## config.mk

```make
export PLATFORM = sky130hd
export DESIGN_NAME = rjctr_queue
export DESIGN_NICKNAME = d
export VERILOG_FILES = /design/src/rtl/rjctr_pkg.sv /design/src/rtl/rjctr_queue.sv
export SDC_FILE = /design/constraint.sdc
export NUM_CORES = 1
export LEC_CHECK = 0
export ABC_CLOCK_PERIOD_IN_PS = 3000
export BUFFER_PORTS_ARGS = -buffer_cell sky130_fd_sc_hd__buf_2
export CAP_MARGIN = 30
export CORE_MARGIN = 3
export CORE_UTILIZATION = 49
export DETAILED_ROUTE_END_ITERATION = 10
export PLACE_DENSITY = 0.72
export SLEW_MARGIN = 20
export SYNTH_ARGS = -nofsm -noshare
export SYNTH_HDL_FRONTEND = slang
export SYNTH_SLANG_ARGS = --single-unit
```

## constraint.sdc

```tcl
create_clock -name clk -period 3 [get_ports clk]
set_input_delay 0.6 -clock clk [delete_from_list [all_inputs] [get_ports clk]]
set_output_delay 0.6 -clock clk [all_outputs]
set_load 0.02 [all_outputs]
```

## src/rtl/rjctr_pkg.sv

```systemverilog
// Shared types, constants and AES round functions for the Rijndael-256 counter-mode block.
package rjctr_pkg;

	localparam int MAX_ROUNDS = 38;
	localparam int KEY_ROWS   = MAX_ROUNDS + 1;
	localparam int KEY_WORDS  = 4 * KEY_ROWS;
	localparam int ROW_W      = $clog2(KEY_ROWS);
	localparam int QUEUE_DEPTH = 4;
	localparam logic [5:0] ROUNDS_RESET = 6'd22;

	localparam logic [1:0] REQ_KEY  = 2'd0;
	localparam logic [1:0] REQ_CTR  = 2'd1;
	localparam logic [1:0] REQ_DATA = 2'd2;

	typedef enum logic [1:0] {
		KIND_KEY,
		KIND_CTR,
		KIND_DATA
	} kind_t;

	typedef struct packed {
		kind_t       kind;
		logic [7:0]  idx;
		logic [63:0] data;
		logic [3:0]  vb;
		logic        last;
	} item_t;

	// Byte i of the blend takes the other half where bit i is set.
	localparam logic [15:0] BLEND_SEL = 16'h8CCE;
	localparam int SHUFFLE_IDX [16] = '{0, 1, 6, 7, 4, 5, 10, 11, 8, 9, 14, 15, 12, 13, 2, 3};

	localparam logic [7:0] SBOX [256] = '{
		8'h63,8'h7c,8'h77,8'h7b,8'hf2,8'h6b,8'h6f,8'hc5,8'h30,8'h01,8'h67,8'h2b,8'hfe,8'hd7,8'hab,8'h76,
		8'hca,8'h82,8'hc9,8'h7d,8'hfa,8'h59,8'h47,8'hf0,8'had,8'hd4,8'ha2,8'haf,8'h9c,8'ha4,8'h72,8'hc0,
		8'hb7,8'hfd,8'h93,8'h26,8'h36,8'h3f,8'hf7,8'hcc,8'h34,8'ha5,8'he5,8'hf1,8'h71,8'hd8,8'h31,8'h15,
		8'h04,8'hc7,8'h23,8'hc3,8'h18,8'h96,8'h05,8'h9a,8'h07,8'h12,8'h80,8'he2,8'heb,8'h27,8'hb2,8'h75,
		8'h09,8'h83,8'h2c,8'h1a,8'h1b,8'h6e,8'h5a,8'ha0,8'h52,8'h3b,8'hd6,8'hb3,8'h29,8'he3,8'h2f,8'h84,
		8'h53,8'hd1,8'h00,8'hed,8'h20,8'hfc,8'hb1,8'h5b,8'h6a,8'hcb,8'hbe,8'h39,8'h4a,8'h4c,8'h58,8'hcf,
		8'hd0,8'hef,8'haa,8'hfb,8'h43,8'h4d,8'h33,8'h85,8'h45,8'hf9,8'h02,8'h7f,8'h50,8'h3c,8'h9f,8'ha8,
		8'h51,8'ha3,8'h40,8'h8f,8'h92,8'h9d,8'h38,8'hf5,8'hbc,8'hb6,8'hda,8'h21,8'h10,8'hff,8'hf3,8'hd2,
		8'hcd,8'h0c,8'h13,8'hec,8'h5f,8'h97,8'h44,8'h17,8'hc4,8'ha7,8'h7e,8'h3d,8'h64,8'h5d,8'h19,8'h73,
		8'h60,8'h81,8'h4f,8'hdc,8'h22,8'h2a,8'h90,8'h88,8'h46,8'hee,8'hb8,8'h14,8'hde,8'h5e,8'h0b,8'hdb,
		8'he0,8'h32,8'h3a,8'h0a,8'h49,8'h06,8'h24,8'h5c,8'hc2,8'hd3,8'hac,8'h62,8'h91,8'h95,8'he4,8'h79,
		8'he7,8'hc8,8'h37,8'h6d,8'h8d,8'hd5,8'h4e,8'ha9,8'h6c,8'h56,8'hf4,8'hea,8'h65,8'h7a,8'hae,8'h08,
		8'hba,8'h78,8'h25,8'h2e,8'h1c,8'ha6,8'hb4,8'hc6,8'he8,8'hdd,8'h74,8'h1f,8'h4b,8'hbd,8'h8b,8'h8a,
		8'h70,8'h3e,8'hb5,8'h66,8'h48,8'h03,8'hf6,8'h0e,8'h61,8'h35,8'h57,8'hb9,8'h86,8'hc1,8'h1d,8'h9e,
		8'he1,8'hf8,8'h98,8'h11,8'h69,8'hd9,8'h8e,8'h94,8'h9b,8'h1e,8'h87,8'he9,8'hce,8'h55,8'h28,8'hdf,
		8'h8c,8'ha1,8'h89,8'h0d,8'hbf,8'he6,8'h42,8'h68,8'h41,8'h99,8'h2d,8'h0f,8'hb0,8'h54,8'hbb,8'h16
	};

	function automatic logic [7:0] xtime(input logic [7:0] x);
		return {x[6:0], 1'b0} ^ (x[7] ? 8'h1b : 8'h00);
	endfunction

	// ShiftRows, SubBytes, optional MixColumns, AddRoundKey; byte i sits in bits 8i+7..8i.
	function automatic logic [127:0] aes_round(input logic [127:0] s, input logic [127:0] k,
			input logic last);
		logic [7:0]   t [16];
		logic [7:0]   a0, a1, a2, a3;
		logic [127:0] o;
		for (int c = 0; c < 4; c++) begin
			for (int r = 0; r < 4; r++) begin
				t[r + 4 * c] = SBOX[s[8 * (r + 4 * ((c + r) % 4)) +: 8]];
			end
		end
		if (!last) begin
			for (int c = 0; c < 4; c++) begin
				a0 = t[4 * c];
				a1 = t[4 * c + 1];
				a2 = t[4 * c + 2];
				a3 = t[4 * c + 3];
				t[4 * c]     = xtime(a0) ^ xtime(a1) ^ a1 ^ a2 ^ a3;
				t[4 * c + 1] = a0 ^ xtime(a1) ^ xtime(a2) ^ a2 ^ a3;
				t[4 * c + 2] = a0 ^ a1 ^ xtime(a2) ^ xtime(a3) ^ a3;
				t[4 * c + 3] = xtime(a0) ^ a0 ^ a1 ^ a2 ^ xtime(a3);
			end
		end
		for (int i = 0; i < 16; i++) begin
			o[8 * i +: 8] = t[i] ^ k[8 * i +: 8];
		end
		return o;
	endfunction

	// One cipher round over both halves; result is {half2, half1}.
	function automatic logic [255:0] round_pair(input logic [127:0] h1, input logic [127:0] h2,
			input logic [127:0] k1, input logic [127:0] k2, input logic last);
		logic [127:0] t1, t2, u1, u2;
		for (int i = 0; i < 16; i++) begin
			t1[8 * i +: 8] = BLEND_SEL[i] ? h2[8 * i +: 8] : h1[8 * i +: 8];
			t2[8 * i +: 8] = BLEND_SEL[i] ? h1[8 * i +: 8] : h2[8 * i +: 8];
		end
		for (int i = 0; i < 16; i++) begin
			u1[8 * i +: 8] = t1[8 * SHUFFLE_IDX[i] +: 8];
			u2[8 * i +: 8] = t2[8 * SHUFFLE_IDX[i] +: 8];
		end
		return {aes_round(u2, k2, last), aes_round(u1, k1, last)};
	endfunction

endpackage

```

## src/rtl/rjctr_queue.sv

```systemverilog
// Short queue of classified items between the front end and the cipher engine.
module rjctr_queue import rjctr_pkg::*; (
	input  logic  clk,
	input  logic  arst_n,
	input  logic  push,
	input  item_t push_item,
	input  logic  pop,
	output item_t head,
	output logic  full,
	output logic  empty
);

	localparam int PTR_W = $clog2(QUEUE_DEPTH);

	item_t            mem_q [QUEUE_DEPTH];
	logic [PTR_W-1:0] wr_ptr_q, rd_ptr_q;
	logic [PTR_W:0]   count_q;

	assign full  = (count_q == (PTR_W + 1)'(QUEUE_DEPTH));
	assign empty = (count_q == '0);
	assign head  = mem_q[rd_ptr_q];

	always_ff @(posedge clk) begin
		if (push) begin
			mem_q[wr_ptr_q] <= push_item;
		end
	end

	always_ff @(posedge clk or negedge arst_n) begin
		if (!arst_n) begin
			wr_ptr_q <= '0;
			rd_ptr_q <= '0;
			count_q  <= '0;
		end else begin
			if (push) begin
				wr_ptr_q <= wr_ptr_q + 1'b1;
			end
			if (pop) begin
				rd_ptr_q <= rd_ptr_q + 1'b1;
			end
			if (push && !pop) begin
				count_q <= count_q + 1'b1;
			end else if (!push && pop) begin
				count_q <= count_q - 1'b1;
			end
		end
	end

endmodule

```

Yosys cells after proc, flatten, opt, wreduce, memory -nomap -nowiden
Memories as Yosys holds them, arrays and structs flattened.
Index checks and enable logic that the tools add are counted.

storage, ports and cells
  RAM bits = 316
  output and inout port bits = 81
  word-level logic and storage cells = 19
  bits in registers = 7
  memories kept = 1
  input bits = 83

memory list
  memory  depth  width  read ports  clocked after memory_dff  wr ports  RTL line           text
  mem_q   4      79     1           0                         1         rjctr_queue.sv:15  item_t mem_q [QUEUE_DEPTH];

cells by class
  reductions and logical operators = 6
  multiplexer cells = 4
  $add $sub $neg = 4
  equality and inequality tests = 1

operators by type and width
  kind                   count
  $mux W3                2
  $add A2 B1 Y2 const B  2
  $add A3 B1 Y3 const B  1
  $eq A3 B3 Y1 const B   1
  $logic_not A3 Y1       1
  $sub A3 B1 Y3 const B  1
  $logic_and A1 B1 Y1    2
  $logic_not A1 Y1       2
  $mux W1                2
  $reduce_bool A2 Y1     1

Logic depth before layout (Yosys ltp)
  depth after elaboration = 4
  depth in mapped cells = 7

Worst setup path before layout
No wires, ideal clock.

  path kind = register to register
  from = reg wr_ptr_q[0]
  to = mem mem_q[2][0] (netlist bit) (enable)
  stages on the path, launching flop included = 4
  data required time = 2554 ps
  library setup time = 446 ps
  path buffers = 0
  clock period less this slack = 2902 ps
  slack = 98 ps
  arrival time = 2456 ps
  path through = dfrtp_1 > inv_1 > ha_1 > and2_1

RTL lines
  what                    RTL line           text
  start, declared         rjctr_queue.sv:16  logic [PTR_W-1:0] wr_ptr_q, rd_ptr_q;
  start signal, assigned  rjctr_queue.sv:36  wr_ptr_q <= wr_ptr_q + 1'b1;
  end, declared           rjctr_queue.sv:15

No word-level cell before the write port.

==> metrics.md <==
| Metric | Value |
|---|---|
| Status | completed |
| Final setup violation count | 0 |
| Setup Skew | 18.6 ps |
| Worst Path Required | 2400 ps |
| Critical Path End Type | primary output |
| Most common cell after layout, fill and taps aside | edfxtp_1 |
| First-pass GRT wire length | 33200 um |
| DR iter-0 viols | 374 |
| Mapped Avg Cell Area | between 20 and 30 um^2 |
| Die extent in y | 162 um |
| H-tree depth | 1 |
| Element type at the critical path start | flip-flop |
| Slew at the pin with the worst max-slew slack | 517 ps |
| Final cell count without fillers | approximately 990 |
| Hold Path End | mem_q[1][59] |
| Worst r2r dst | mem_q[0][6] |
| Leakage power | 4.87 nW |
| Power Density | 1030 nW/um^2 |
| DR pass1 iterations | 5 |
| Wire per inst | 21.9 um |
| Vias in the first global route | about 5700 |
| Setup CP Type | flip-flop to primary output |
| Congestion Overflow GR | 0 |
| Maximum resistive drop on vdd | between 0.8 and 0.9 mV |
| Initial antenna violation count | 1 |
| Ports | 164 |
| Placement Setup Slack | 599 ps |
| Largest net degree at the start of global routing | slightly above 80 |
| Period utilisation layout | 92.6% |
| Vias per cell | between 5 and 6 |
| CTS max path bufs | 3 |
| CTS resizes | 0 |
| Critical path fanouts, max | 22 |
| CTS tree | yes |
| Met2 Use GR | 27.8% |
| Worst Path Arrival | 2180 ps |
| Worst rel slew slack | 65.5% |
| Pwr Total | approximately 15 mW |
| GRT Util Overall | 16.4% |
| Mapped Nets | 536 |
| RR Startpoint | wr_ptr_q[0] |
| Worst skew pair latency | between 500 and 600 ps |
| M1 GR Usage | a little under a quarter |
| Chip Width | 162 um |
| Remaining antenna violation count | 0 |
| Gpl congestion | about 0.71 |
| Maximum clock frequency | 360 MHz |
| TNS Setup | 0 ps |
| Initial Util | 50.3% |
| Most frequent cells in the layout | 316 x edfxtp_1, 163 x buf_2, 79 x mux4_2 |
| Post-synthesis cell type count | 19 |
| GR Layer Usage met3 | 2.91% |
| Synthesized area | between 10000 and 15000 um^2 |
| Number of I/O port buffers | 163 |
| Detailed Place HPWL | 13400 um |
| Synth Instances | 447 |
| Hold path cells | 1 |
| Layout cells sized above 1 | 47.0% |
| Fin crit period | 2780 ps |
| Reg2Reg Setup Slack | 1170 ps |
| CTS buffer count | 31 |
| CTS Root Cell | clkbuf_16 |
| Max-cap viol count | 0 |
| DR DRC count | 0 |
| RSZ-0062 raised after global routing | false |
| Inserted Diodes | 0 |
| Max-slew violation total from the final report | 0 |
| Core area | 23600 um^2 |
| Critical hold path startpoint | push_item[59] |
| Synth warn | 0 |
| Die area | 26100 um^2 |
| Via count | 5291 |
| Clock-pin slew on the worst setup and hold paths | 60 ps |
| Layout Area Growth over Synthesis | 19.4% |
| Routed wire length | 21500 um |
| Worst reg2reg path depth | 4 |
| Min-delay worst type | input port to flip-flop |
| DP Cell Count | roughly 930 |
| Nets@finish | around 730 |
| Fillers | 1679 |
| Rows | 56 |
| FF+latch count, synth | between 300 and 400 |
| CTS sink cnt | 323 |
| Hold Vio Cnt, Final | 0 |
| Min Hold Slack | 272 ps |
| Worst Setup Slack, final | 222 ps |
| GRT busiest layer | met2 |
| Sequential element share of the synthesized area | 81.4% |
[sequential cells by signal, summed over array words and instances (netlist names)]
signal	flops
mem_q	316
wr_ptr_q	2
rd_ptr_q	2
count_q	3
[through the flow]
stage / area [um^2] / utilization, %
after floorplan: 11900 / -
after global placement: 13100 / 55.5
after detailed placement: 13100 / 55.5
after CTS: 14200 / 60.0
after global routing: 14200 / 60.1
final: 14200 / 60.1
[power breakdown]
group / total [mW] / internal [mW] / switching, mW
sequential: 6.17 / 5.90 / 0.267
clock: 3.89 / 2.32 / 1.56
combinational: 4.53 / 1.91 / 2.62
total: 14.6 / 10.1 / 4.45
[logic make-up (layout without fill, tap and decap cells)]
kind of cell             count (synthesis)  in the layout  share of synthesized area, %
AO/OA/AOI/OAI                            1              1                        0.0421
XOR/XNOR                                 6              6                         0.443
adder cells (fa/ha/maj)                  6              6                         0.695
buffers and inverters                   22            241                          1.94
flip-flops                             323            323                          81.4
multiplexers                            80             80                          15.1
AND/OR/NAND/NOR                          9              9                         0.411
[critical path: stages (launching register included)]
cell and delay, ps:
dfrtp_4 650, buf_12 270, mux4_2 540, buf_2 180
[area by class of cell]
class                      count  area [um^2]  area share (%)
sequential                   323         9670            68.2
multi-input combinational    102         1990            14.0
timing repair buffer         181         1070            7.55
clock buffer                  35          791            5.58
tap                          319          399            2.81
clock inverter                21          244            1.72
inverter                       4         15.0           0.106
[per-layer routing]
metal,part of all wire (%),vias to the layer above
met3,5.8,37
met4,2.0,2
met2,52,166
li1,-,2311
met5,0.032,-
met1,40,2775
[Yosys cell counts]
cell	instances	area, um^2
ha_1	5	62.6
and2_1	4	25.0
edfxtp_1	316	9490
buf_12	8	160
xnor2_1	2	17.5
buf_2	8	40.0
buf_6	1	11.3
fa_1	1	20.0
nor3b_1	1	7.51
clkbuf_1	1	3.75
mux2_2	1	11.3
nor3_1	1	5.00
inv_1	4	15.0
mux4_2	79	1780
xor2_1	4	35.0
nand2_1	2	7.51
o21ai_0	1	5.00
nor2_1	1	3.75
dfrtp_1	7	175
[timing repair]
item | in CTS | in global routing
hold endpoints to repair | 7 | 0
endpoints found under the setup margin | 0 | 44
buffers inserted | 0 | 1
hold buffers | 1 | 0
[worst max path at each step]
stage | start | end | slack [ps]
detailed placement | rd_ptr_q[0] | head[39] | 600
global placement | rd_ptr_q[0] | head[57] | 580
CTS | rd_ptr_q[0] | head[27] | 20
finish | rd_ptr_q[0] | head[27] | 220
global route | rd_ptr_q[0] | head[26] | 110
floorplan | wr_ptr_q[0] | mem_q[2][0] | 100
Power figures use the tool's default switching activity.
