==> src/rtl/rjctr_pkg.sv <==
// Shared types, constants and AES round functions for the Rijndael-256 counter-mode block.
package rjctr_pkg;

	localparam int MAX_ROUNDS = 38;
	localparam int KEY_ROWS   = MAX_ROUNDS + 1;
	localparam int KEY_WORDS  = 4 * KEY_ROWS;
	localparam int ROW_W      = $clog2(KEY_ROWS);
	localparam int QUEUE_DEPTH = 4;
	localparam logic [5:0] ROUNDS_RESET = 6'd22;

	localparam logic [1:0] REQ_KEY  = 2'd0;
	localparam logic [1:0] REQ_CTR  = 2'd1;
	localparam logic [1:0] REQ_DATA = 2'd2;

	typedef enum logic [1:0] {
		KIND_KEY,
		KIND_CTR,
		KIND_DATA
	} kind_t;

	typedef struct packed {
		kind_t       kind;
		logic [7:0]  idx;
		logic [63:0] data;
		logic [3:0]  vb;
		logic        last;
	} item_t;

	// Byte i of the blend takes the other half where bit i is set.
	localparam logic [15:0] BLEND_SEL = 16'h8CCE;
	localparam int SHUFFLE_IDX [16] = '{0, 1, 6, 7, 4, 5, 10, 11, 8, 9, 14, 15, 12, 13, 2, 3};

	localparam logic [7:0] SBOX [256] = '{
		8'h63,8'h7c,8'h77,8'h7b,8'hf2,8'h6b,8'h6f,8'hc5,8'h30,8'h01,8'h67,8'h2b,8'hfe,8'hd7,8'hab,8'h76,
		8'hca,8'h82,8'hc9,8'h7d,8'hfa,8'h59,8'h47,8'hf0,8'had,8'hd4,8'ha2,8'haf,8'h9c,8'ha4,8'h72,8'hc0,
		8'hb7,8'hfd,8'h93,8'h26,8'h36,8'h3f,8'hf7,8'hcc,8'h34,8'ha5,8'he5,8'hf1,8'h71,8'hd8,8'h31,8'h15,
		8'h04,8'hc7,8'h23,8'hc3,8'h18,8'h96,8'h05,8'h9a,8'h07,8'h12,8'h80,8'he2,8'heb,8'h27,8'hb2,8'h75,
		8'h09,8'h83,8'h2c,8'h1a,8'h1b,8'h6e,8'h5a,8'ha0,8'h52,8'h3b,8'hd6,8'hb3,8'h29,8'he3,8'h2f,8'h84,
		8'h53,8'hd1,8'h00,8'hed,8'h20,8'hfc,8'hb1,8'h5b,8'h6a,8'hcb,8'hbe,8'h39,8'h4a,8'h4c,8'h58,8'hcf,
		8'hd0,8'hef,8'haa,8'hfb,8'h43,8'h4d,8'h33,8'h85,8'h45,8'hf9,8'h02,8'h7f,8'h50,8'h3c,8'h9f,8'ha8,
		8'h51,8'ha3,8'h40,8'h8f,8'h92,8'h9d,8'h38,8'hf5,8'hbc,8'hb6,8'hda,8'h21,8'h10,8'hff,8'hf3,8'hd2,
		8'hcd,8'h0c,8'h13,8'hec,8'h5f,8'h97,8'h44,8'h17,8'hc4,8'ha7,8'h7e,8'h3d,8'h64,8'h5d,8'h19,8'h73,
		8'h60,8'h81,8'h4f,8'hdc,8'h22,8'h2a,8'h90,8'h88,8'h46,8'hee,8'hb8,8'h14,8'hde,8'h5e,8'h0b,8'hdb,
		8'he0,8'h32,8'h3a,8'h0a,8'h49,8'h06,8'h24,8'h5c,8'hc2,8'hd3,8'hac,8'h62,8'h91,8'h95,8'he4,8'h79,
		8'he7,8'hc8,8'h37,8'h6d,8'h8d,8'hd5,8'h4e,8'ha9,8'h6c,8'h56,8'hf4,8'hea,8'h65,8'h7a,8'hae,8'h08,
		8'hba,8'h78,8'h25,8'h2e,8'h1c,8'ha6,8'hb4,8'hc6,8'he8,8'hdd,8'h74,8'h1f,8'h4b,8'hbd,8'h8b,8'h8a,
		8'h70,8'h3e,8'hb5,8'h66,8'h48,8'h03,8'hf6,8'h0e,8'h61,8'h35,8'h57,8'hb9,8'h86,8'hc1,8'h1d,8'h9e,
		8'he1,8'hf8,8'h98,8'h11,8'h69,8'hd9,8'h8e,8'h94,8'h9b,8'h1e,8'h87,8'he9,8'hce,8'h55,8'h28,8'hdf,
		8'h8c,8'ha1,8'h89,8'h0d,8'hbf,8'he6,8'h42,8'h68,8'h41,8'h99,8'h2d,8'h0f,8'hb0,8'h54,8'hbb,8'h16
	};

	function automatic logic [7:0] xtime(input logic [7:0] x);
		return {x[6:0], 1'b0} ^ (x[7] ? 8'h1b : 8'h00);
	endfunction

	// ShiftRows, SubBytes, optional MixColumns, AddRoundKey; byte i sits in bits 8i+7..8i.
	function automatic logic [127:0] aes_round(input logic [127:0] s, input logic [127:0] k,
			input logic last);
		logic [7:0]   t [16];
		logic [7:0]   a0, a1, a2, a3;
		logic [127:0] o;
		for (int c = 0; c < 4; c++) begin
			for (int r = 0; r < 4; r++) begin
				t[r + 4 * c] = SBOX[s[8 * (r + 4 * ((c + r) % 4)) +: 8]];
			end
		end
		if (!last) begin
			for (int c = 0; c < 4; c++) begin
				a0 = t[4 * c];
				a1 = t[4 * c + 1];
				a2 = t[4 * c + 2];
				a3 = t[4 * c + 3];
				t[4 * c]     = xtime(a0) ^ xtime(a1) ^ a1 ^ a2 ^ a3;
				t[4 * c + 1] = a0 ^ xtime(a1) ^ xtime(a2) ^ a2 ^ a3;
				t[4 * c + 2] = a0 ^ a1 ^ xtime(a2) ^ xtime(a3) ^ a3;
				t[4 * c + 3] = xtime(a0) ^ a0 ^ a1 ^ a2 ^ xtime(a3);
			end
		end
		for (int i = 0; i < 16; i++) begin
			o[8 * i +: 8] = t[i] ^ k[8 * i +: 8];
		end
		return o;
	endfunction

	// One cipher round over both halves; result is {half2, half1}.
	function automatic logic [255:0] round_pair(input logic [127:0] h1, input logic [127:0] h2,
			input logic [127:0] k1, input logic [127:0] k2, input logic last);
		logic [127:0] t1, t2, u1, u2;
		for (int i = 0; i < 16; i++) begin
			t1[8 * i +: 8] = BLEND_SEL[i] ? h2[8 * i +: 8] : h1[8 * i +: 8];
			t2[8 * i +: 8] = BLEND_SEL[i] ? h1[8 * i +: 8] : h2[8 * i +: 8];
		end
		for (int i = 0; i < 16; i++) begin
			u1[8 * i +: 8] = t1[8 * SHUFFLE_IDX[i] +: 8];
			u2[8 * i +: 8] = t2[8 * SHUFFLE_IDX[i] +: 8];
		end
		return {aes_round(u2, k2, last), aes_round(u1, k1, last)};
	endfunction

endpackage

==> src/rtl/rjctr_front.sv <==
// Front end: accepts input beats, drops ones with no effect, and classifies the rest.
module rjctr_front import rjctr_pkg::*; (
	input  logic        in_valid,
	output logic        in_stall,
	input  logic [1:0]  req_type,
	input  logic [7:0]  word_index,
	input  logic [63:0] data_in,
	input  logic [3:0]  valid_bytes,
	input  logic        last_word,
	input  logic        q_full,
	output logic        q_push,
	output item_t       q_item
);

	logic keep;

	always_comb begin
		keep = 1'b0;
		q_item.kind = KIND_DATA;
		unique case (req_type)
			REQ_KEY: begin
				q_item.kind = KIND_KEY;
				keep = ({24'd0, word_index} < KEY_WORDS);
			end
			REQ_CTR: begin
				q_item.kind = KIND_CTR;
				keep = 1'b1;
			end
			REQ_DATA: begin
				q_item.kind = KIND_DATA;
				keep = 1'b1;
			end
			default: keep = 1'b0;
		endcase
		q_item.idx  = word_index;
		q_item.data = data_in;
		if (valid_bytes == 4'd0) begin
			q_item.vb = 4'd1;
		end else if (valid_bytes > 4'd8) begin
			q_item.vb = 4'd8;
		end else begin
			q_item.vb = valid_bytes;
		end
		q_item.last = last_word;
	end

	assign in_stall = q_full;
	assign q_push   = in_valid && !q_full && keep;

endmodule

==> config.mk <==
export PLATFORM = sky130hd
export DESIGN_NAME = rjctr_front
export DESIGN_NICKNAME = d
export VERILOG_FILES = /design/src/rtl/rjctr_pkg.sv /design/src/rtl/rjctr_front.sv
export SDC_FILE = /design/constraint.sdc
export NUM_CORES = 1
export LEC_CHECK = 0
export ABC_AREA = 0
export BUFFER_PORTS_ARGS = -buffer_cell sky130_fd_sc_hd__buf_2
export CORE_AREA = 2 2 62 64
export DETAILED_ROUTE_END_ITERATION = 6
export DIE_AREA = 0 0 64 66
export GPL_ROUTABILITY_DRIVEN = 0
export GPL_TIMING_DRIVEN = 0
export PLACE_DENSITY = 0.71
export REMOVE_ABC_BUFFERS = 1
export SYNTH_ARGS = -nofsm -noshare
export SYNTH_HDL_FRONTEND = slang
export SYNTH_SLANG_ARGS = --single-unit
==> constraint.sdc <==
create_clock -name vclk -period 2.09
set_clock_uncertainty 0.15 [all_clocks]
set_input_delay 0.418 -clock vclk [all_inputs]
set_output_delay 0.418 -clock vclk [all_outputs]
set_load 0.03 [all_outputs]
# Word level (Yosys, flattened, before mapping)
# Index checks and enable logic that the tools add are counted.
# classes
addsub	0
mul	0
n_div	0
order_cmp	2
eq_ne	2
n_shift	0
n_mux	4
bitwise	0
reduce_logical	6
# ops
operator	n
$lt 8x8->1 const B	1
$mux 4	2
$gt 4x4->1 const B	1
$logic_not 4->1	1
$pmux 2 s2	1
$eq 2x1->1 const B	1
$eq 2x2->1 const B	1
$logic_and 1x1->1	2
$logic_not 2->1	1
$pmux 1 s2	1
$reduce_or 2->1	1
$logic_not 1->1	1
# totals
register_bits	0
latchBits	0
ram_bits	0
rom_bits	0
output_inout_bits	81
wordCells	14
memories	0

# Logic depth before layout (Yosys ltp)
# Gate-level depths: netlist of the first run.
# depth
word_depth	4
depth_mapped	5
ltp_nobuf	5

# Least setup slack after synthesis of the first run
# OpenSTA, ideal clock, no wires.
# synth_path
path_kind	input port to output port
startpoint	in req_type[1]
endpoint	out q_push
arrival_ns	1.467
setup_slack_ns	0.055
stages	5
cell_sequence	inv_1 > ha_1 > nor2b_1 > a311oi_1 > nor4b_2
# synth_via
elab_chain_cells	4
word_cells_on_any_way	6
# synth_lines
item	line	rtl
start, declared	rjctr_front.sv:5	input logic [1:0] req_type,
$eq 2x2->1 or $eq 2x1->1 (tied branches)	rjctr_front.sv:20	unique case (req_type)
$reduce_or 2->1 (no source line)	n/a	
$pmux 1 s2 (*)	rjctr_front.sv:20	
$logic_and 1x1->1 (*)	rjctr_front.sv:48	assign q_push = in_valid && !q_full && keep;
end, declared	rjctr_front.sv:11	output logic q_push,
# Mark *: on every way between the ends. The rest lies on a longest branch, timed or not.

# Worst setup path in the final report of the first run
# layout_path
startpoint	in req_type[0]
endpoint	out q_push
# Same word-level chain as after synthesis.

==> results of run 1 <==
==> cells by family (layout without fill, tap and decap cells) <==
family                   Yosys count  in the layout  share of synthesized area [%]
AO/OA/AOI/OAI                      1              1                          1.282
adder cells (fa/ha/maj)            4              4                          7.326
buffers and inverters             77             30                          82.97
AND/OR/NAND/NOR                   10             10                          8.424
==> through the flow <==
step	total power, mW	cells	hold WS (ns)	util (%)	instance area (um2)
2_1_floorplan	0.02750	17	0.6860	-	123.9
3_3_place_gp	0.07783	93	0.6862	9.126	324.1
3_5_place_dp	0.07843	93	0.6862	9.126	324.1
4_1_cts	0.08139	93	0.6862	9.373	332.8
5_1_grt	0.08909	93	0.6861	9.796	347.8
6_report	0.08442	93	0.6861	9.796	347.8
==> layout make-up <==
type                       instances  area (um2)  share of cell area [%]
inverter                           2       7.507                   2.158
tap                               48       60.06                   17.27
multi-input combinational         15       137.6                   39.57
timing repair buffer              28       142.6                   41.01
==> what timing repair did <==
| item | 4_1_cts | 5_1_grt |
|---|---|---|
| pin swaps | 0 | 0 |
| gates resized for setup | 2 | 3 |
| endpoints found under the setup margin | 1 | 1 |
| cloned | 0 | 0 |
==> how the worst max path moves through the flow <==
stage	to	slack (ns)	cells after the start
after floorplan	q_push	0.06	5
after detailed placement	q_push	-0.03	7
final	q_push	0.07	7
after global placement	q_push	-0.007	7
after CTS	q_push	0.01	7
after global routing	q_push	0.01	7
==> synthesized netlist by cell type, drive strengths merged <==
| master | n |
|---|---|
| buf | 74 |
| nor2 | 5 |
| ha | 4 |
| nor2b | 3 |
| inv | 2 |
| a311oi | 1 |
| clkbuf | 1 |
| nand3 | 1 |
| nor4b | 1 |
==> layer usage <==
layer  track usage, %  share of wire [%]
met2            49.74                 56
met3            42.93                 36
met4                0                  0
met5                0                  0
met1            3.963                7.8
==> critical path, stage by stage <==
cell,delay (ns)
buf_2,0.12
inv_1,0.07
ha_4,0.17
nor2b_2,0.15
a311oi_2,0.27
nor4b_2,0.08
buf_4,0.17
==> power breakdown <==
part | internal (mW) | switching, mW | leakage [nW] | total (mW)
clock network | 0 | 0 | 0 | 0
registers | 0 | 0 | 0 | 0
logic | 0.0300 | 0.0545 | 0.179 | 0.0844
==> results.json, run 1 <==
{
  "holdPathStages": 0,
  "cp_data_arrival_time_ns": 1.45,
  "synth.avg_cell_area_um2": 7.426,
  "finalHoldViolCount": 0,
  "dieHeight_um": 66,
  "endpoint_kind": "primary output",
  "hpwl_um": 5362,
  "grt_usage_pct": 24.22,
  "finalNetCount": 132,
  "maxCapViolCount": 0,
  "syn_inst": 92,
  "crit_type": "in2out",
  "antenna_left": 0,
  "core_area_mm2": 0.003551,
  "cp_max_fo": 4,
  "status": "finished clean",
  "period_share_pct": 96.61,
  "totalWireLength_um": 5452,
  "seq_area_frac_synth_pct": 0,
  "grt_pass1_wl_um": 5927,
  "setup_tns_ns": 0,
  "via_count": 382,
  "yosysUniqueCellTypes": 9,
  "drt_iter0_drc": 13,
  "drive_gt1_share_pct": 71.11,
  "hold_class": "in2out",
  "area_growth_pct": -49.08,
  "netlist_top_cells_area": "buf_4 81%, ha_1 7.3%, nor2_1 2.7%",
  "synth_area_leader_cell": "buf_4",
  "vias_per_cell": 4.108,
  "n_clock_buffer": 0,
  "tightestPinTransition_ns": 0.2441,
  "yosys_warnings": 0,
  "setup_violations": 0,
  "seq_cells": 0,
  "rows": 22,
  "slew_violations": 0,
  "place_ws_ns": -0.02630,
  "overflow": 0,
  "relSlewSlack_pct": 83.73,
  "start_util_pct": 19.24,
  "required_ns": 1.52,
  "post_cts_buffers": 0,
  "worst_slack_ns": 0.07079,
  "power_per_cell_area_mw_per_mm2": 242.7,
  "hp-start": "last_word",
  "min_to": "q_item[0]",
  "first_pass_iters": 2,
  "io_pins": 162,
  "synth_top_area_share_pct": 81.32,
  "ir_worst_vdd_mv": 0.06949,
  "postCtsHoldBufs": 0,
  "diodes": 0,
  "regArea_um2": 0,
  "io_buffers": 28,
  "die_area_mm2": 0.004224,
  "leakage_nw": 0.1791,
  "antenna_found_initial": 0,
  "avgRoutedWirePerCell_um": 58.62,
  "die-width_um": 64,
  "mostFrequentLayoutCells": "27 x buf_2, 5 x nor2_1, 3 x ha_1, 2 x inv_1, 2 x nor2b_1",
  "startpoint_type": "input port",
  "synthesis.area_um2": 683.2,
  "grt_max_degree": 5,
  "rsz0062_at_grt": "false",
  "n_fill_cell": 437,
  "fmax_mhz": 495.2,
  "final_common_cell": "buf_2",
  "grt_pass1_vias": 272,
  "crit_start": "req_type[0]",
  "period_needed_ns": 2.019,
  "route.detailed.drc": 0
}
Note: power is estimated with default switching activity, not from simulation.
==> run 2: changes to the inputs <==
--- a/config.mk
+++ b/config.mk
@@ -5,7 +5,7 @@
 export SDC_FILE = /design/constraint.sdc
 export NUM_CORES = 1
 export LEC_CHECK = 0
-export ABC_AREA = 0
+export ABC_AREA = 1
 export BUFFER_PORTS_ARGS = -buffer_cell sky130_fd_sc_hd__buf_2
 export CORE_AREA = 2 2 62 64
 export DETAILED_ROUTE_END_ITERATION = 6
==> results.json, run 2 <==
{
  "cts_resized": 0,
  "slew_violations": 0,
  "grt_usage_pct": 24.25,
  "synthSimpleGateAreaFrac_pct": 6.216,
  "io_buffers": 28,
  "required_ns": 1.52,
  "synth_common_cells": "74 x buf_4, 6 x nor2_1, 5 x inv_1",
  "syn_inst": 97,
  "finalNetCount": 137,
  "ir_worst_vdd_mv": 0.05559,
  "rows": 22,
  "tightestPinTransition_ns": 0.1591,
  "antenna_found_initial": 1,
  "synth_top_family_by_area": "buffers and inverters",
  "period_needed_ns": 1.780,
  "n_clock_buffer": 0,
  "dieHeight_um": 66,
  "synth-xor-area-share_pct": 0,
  "leakage_nw": 0.1959,
  "yosys.area_share.adder_pct": 7.313,
  "die-width_um": 64,
  "synth.avg_cell_area_um2": 7.056,
  "avgRoutedWirePerCell_um": 54.91,
  "via_count": 380,
  "netlist_top_cells_area": "buf_4 81%, ha_1 7.3%, nor2_1 3.3%",
  "seq_cells": 0,
  "grt_max_degree": 5,
  "post_cts_buffers": 0,
  "synth_top_area_share_pct": 81.17,
  "grt_pass1_wl_um": 5989,
  "cp_cell_sequence": "buf_2 > inv_1 > ha_1 > inv_1 > a21oi_2 > buf_2",
  "startpoint_type": "input port",
  "area_growth_pct": -52.47,
  "diodes": 0,
  "power_per_cell_area_mw_per_mm2": 234.4,
  "yosysUniqueCellTypes": 9,
  "synth_area_leader_cell": "buf_4",
  "hold_class": "in2out",
  "cp_slowest_cell": "ha_1",
  "overflow": 0,
  "min_to": "q_item[0]",
  "cp_data_arrival_time_ns": 1.21,
  "cp_max_fo": 4,
  "die_area_mm2": 0.004224,
  "synth_compound_area_share_pct": 2.011,
  "mostFrequentLayoutCells": "28 x buf_2, 6 x nor2_1, 5 x inv_1, 4 x nand2_1, 4 x ha_1",
  "drive_gt1_share_pct": 58.00,
  "synthMuxAreaShare_pct": 0,
  "finalHoldViolCount": 0,
  "first_pass_iters": 3,
  "synthesis.area_um2": 684.4,
  "hp-start": "last_word",
  "regArea_um2": 0,
  "maxCapViolCount": 0,
  "critPathTopFamily": "buffers and inverters",
  "rsz0062_at_grt": "false",
  "cp_num_buf_inv": 4,
  "relSlewSlack_pct": 89.47,
  "io_pins": 162,
  "endpoint_kind": "primary output",
  "period_share_pct": 85.18,
  "setup_violations": 0,
  "start_util_pct": 19.27,
  "hpwl_um": 5313,
  "grt_pass1_vias": 288,
  "holdPathStages": 0,
  "cp_slowest_stage_delay_ns": 0.26,
  "cp.depth": 6,
  "final_common_cell": "buf_2",
  "crit_type": "in2out",
  "power_mw": 0.07627,
  "drt_iter0_drc": 4,
  "vias_per_cell": 3.878,
  "yosys_warnings": 0,
  "status": "finished clean",
  "totalWireLength_um": 5381,
  "yosysMostFrequentCell": "buf_4",
  "fmax_mhz": 561.7,
  "antenna_left": 0,
  "core_area_mm2": 0.003551,
  "setup_tns_ns": 0,
  "route.detailed.drc": 0,
  "postCtsHoldBufs": 0,
  "seq_area_frac_synth_pct": 0
}
## run 2: cell types whose count changed after synthesis, sizes merged, moves of 2 or more
cell,before,now
nand2,0,4
inv,2,5
nor2b,3,0
a21oi,0,2
## run 2: metrics by stage
stage	setup slack (ns)	util (%)	cells	area, um2	hold slack [ns]
2_1_floorplan	0.4402	-	22	125.1	0.6860
3_3_place_gp	0.3296	9.161	98	325.3	0.6862
3_5_place_dp	0.3146	9.161	98	325.3	0.6862
4_1_cts	0.3107	9.161	98	325.3	0.6862
5_1_grt	0.2593	9.161	98	325.3	0.6861
6_report	0.3097	9.161	98	325.3	0.6861
## run 2: final cells by class
cell class,count,area [um2]
well taps,48,60.06
fillers,432,3226
multi-input cells,17,106.4
inverters,5,18.77
repair buffers,28,140.1
## run 2: cells by family after synthesis
group / after synthesis
AO/OA/AOI/OAI: 2
adder cells (fa/ha/maj): 4
buffers and inverters: 80
AND/OR/NAND/NOR: 11
## run 2: worst max-delay path by stage
stage	endpoint	startpoint	slack, ns
final	q_push	req_type[0]	0.31
after global routing	q_push	req_type[0]	0.26
after global placement	q_push	req_type[0]	0.33
after floorplan	q_push	req_type[1]	0.44
after CTS	q_push	req_type[0]	0.31
after detailed placement	q_push	req_type[0]	0.31
## run 2: layer usage
metal,global-route usage [%],wire [um],vias to the layer above
met5,0,14,-
met4,0,3,2
met3,44.46,2042,2
met2,49.61,3000,131
met1,3.252,320,123
li1,-,-,122
## run 2: where the power goes
part,internal (mW),switching (mW)
sequential,0,0
clock,0,0
combinational,0.0252,0.0511
total,0.0252,0.0511
==> run 3: changes to the inputs <==
--- a/config.mk
+++ b/config.mk
@@ -12,6 +12,7 @@
 export DIE_AREA = 0 0 64 66
 export GPL_ROUTABILITY_DRIVEN = 0
 export GPL_TIMING_DRIVEN = 0
+export MAX_ROUTING_LAYER = met4
 export PLACE_DENSITY = 0.71
 export REMOVE_ABC_BUFFERS = 1
 export SYNTH_ARGS = -nofsm -noshare
==> results.json, run 3 (synthesized netlist as in run 2, its figures left out) <==
{
  "cts_resized": 0,
  "regArea_um2": 0,
  "period_needed_ns": 1.780,
  "grt_pass1_wl_um": 5961,
  "n_clock_buffer": 0,
  "rows": 22,
  "slew_violations": 0,
  "required_ns": 1.52,
  "setup_violations": 0,
  "grt_max_degree": 5,
  "finalNetCount": 137,
  "hpwl_um": 5313,
  "multi_input_area_um2": 106.4,
  "setup_tns_ns": 0,
  "io_pins": 162,
  "grt_usage_pct": 24.90,
  "cp_max_fo": 4,
  "rsz0062_at_grt": "false",
  "drt_iter0_drc": 16,
  "post_cts_buffers": 0,
  "totalWireLength_um": 5388,
  "first_pass_iters": 3,
  "ir_worst_vdd_mv": 0.05561,
  "core_area_mm2": 0.003551,
  "status": "finished clean",
  "grt_pass1_vias": 298,
  "dieHeight_um": 66,
  "n_fill_cell": 431,
  "maxCapViolCount": 0,
  "hold_class": "in2out",
  "period_share_pct": 85.18,
  "postCtsHoldBufs": 0,
  "relSlewSlack_pct": 89.43,
  "antenna_found_initial": 1,
  "vias_per_cell": 3.899,
  "final_cells": 99,
  "leakage_nw": 0.1959,
  "overflow": 0,
  "endpoint_kind": "primary output",
  "io_buffers": 28,
  "via_count": 386,
  "avgRoutedWirePerCell_um": 54.42,
  "cp_data_arrival_time_ns": 1.21,
  "finalHoldViolCount": 0,
  "die_area_mm2": 0.004224,
  "crit_type": "in2out",
  "area_growth_pct": -52.10,
  "fmax_mhz": 561.7,
  "drive_gt1_share_pct": 58.00,
  "startpoint_type": "input port",
  "start_util_pct": 19.27,
  "power_per_cell_area_mw_per_mm2": 232.5,
  "seq_cells": 0,
  "mostFrequentLayoutCells": "28 x buf_2, 6 x nor2_1, 5 x inv_1, 4 x nand2_1, 4 x ha_1",
  "tightestPinTransition_ns": 0.1596,
  "final_common_cell": "buf_2",
  "die-width_um": 64,
  "route.detailed.drc": 0,
  "antenna_left": 0,
  "placedCellCount": 98
}
run 3: area by class of cell:
type                            count  area share, %
Timing Repair Buffer               28          42.75
Multi-Input combinational cell     17          32.44
Antenna cell                        1         0.7634
Inverter                            5          5.725
Tap cell                           48          18.32
run 3: stage by stage:
step                      hold WS (ns)  util, %  worst slack [ns]  instance area, um2  power [mW]
after floorplan                 0.6860        -            0.4402               125.1     0.02786
after global placement          0.6862    9.161            0.3296               325.3     0.07564
after detailed placement        0.6862    9.161            0.3146               325.3     0.07673
after CTS                       0.6862    9.161            0.3107               325.3     0.07696
after global routing            0.6861    9.232            0.2593               327.8     0.08187
final                           0.6861    9.232            0.3097               327.8     0.07623
run 3: worst max-delay path: stages:
cell,delay (ns)
buf_2,0.12
inv_1,0.05
ha_1,0.26
inv_1,0.04
a21oi_2,0.12
buf_2,0.20
run 3: power by group:
part | leakage [nW] | switching (mW) | internal [mW]
logic | 0.196 | 0.0511 | 0.0252
clock network | 0.00000634 | 0 | 0.0000000640
registers | 0 | 0 | 0
run 3: final timing paths:
kind	from	end	slack (ns)	cells past startpoint
worst max-delay path	req_type[0]	q_push	0.31	6
worst min-delay path	last_word	q_item[0]	0.69	0
run 3: metal layers:
metal,vias up,GRT usage (%),part of all wire (%)
met5,-,-,0
met4,0,1.087,0.43
met3,2,43.95,38
met2,137,49.09,55
met1,123,3.557,6.2
li1,124,-,-
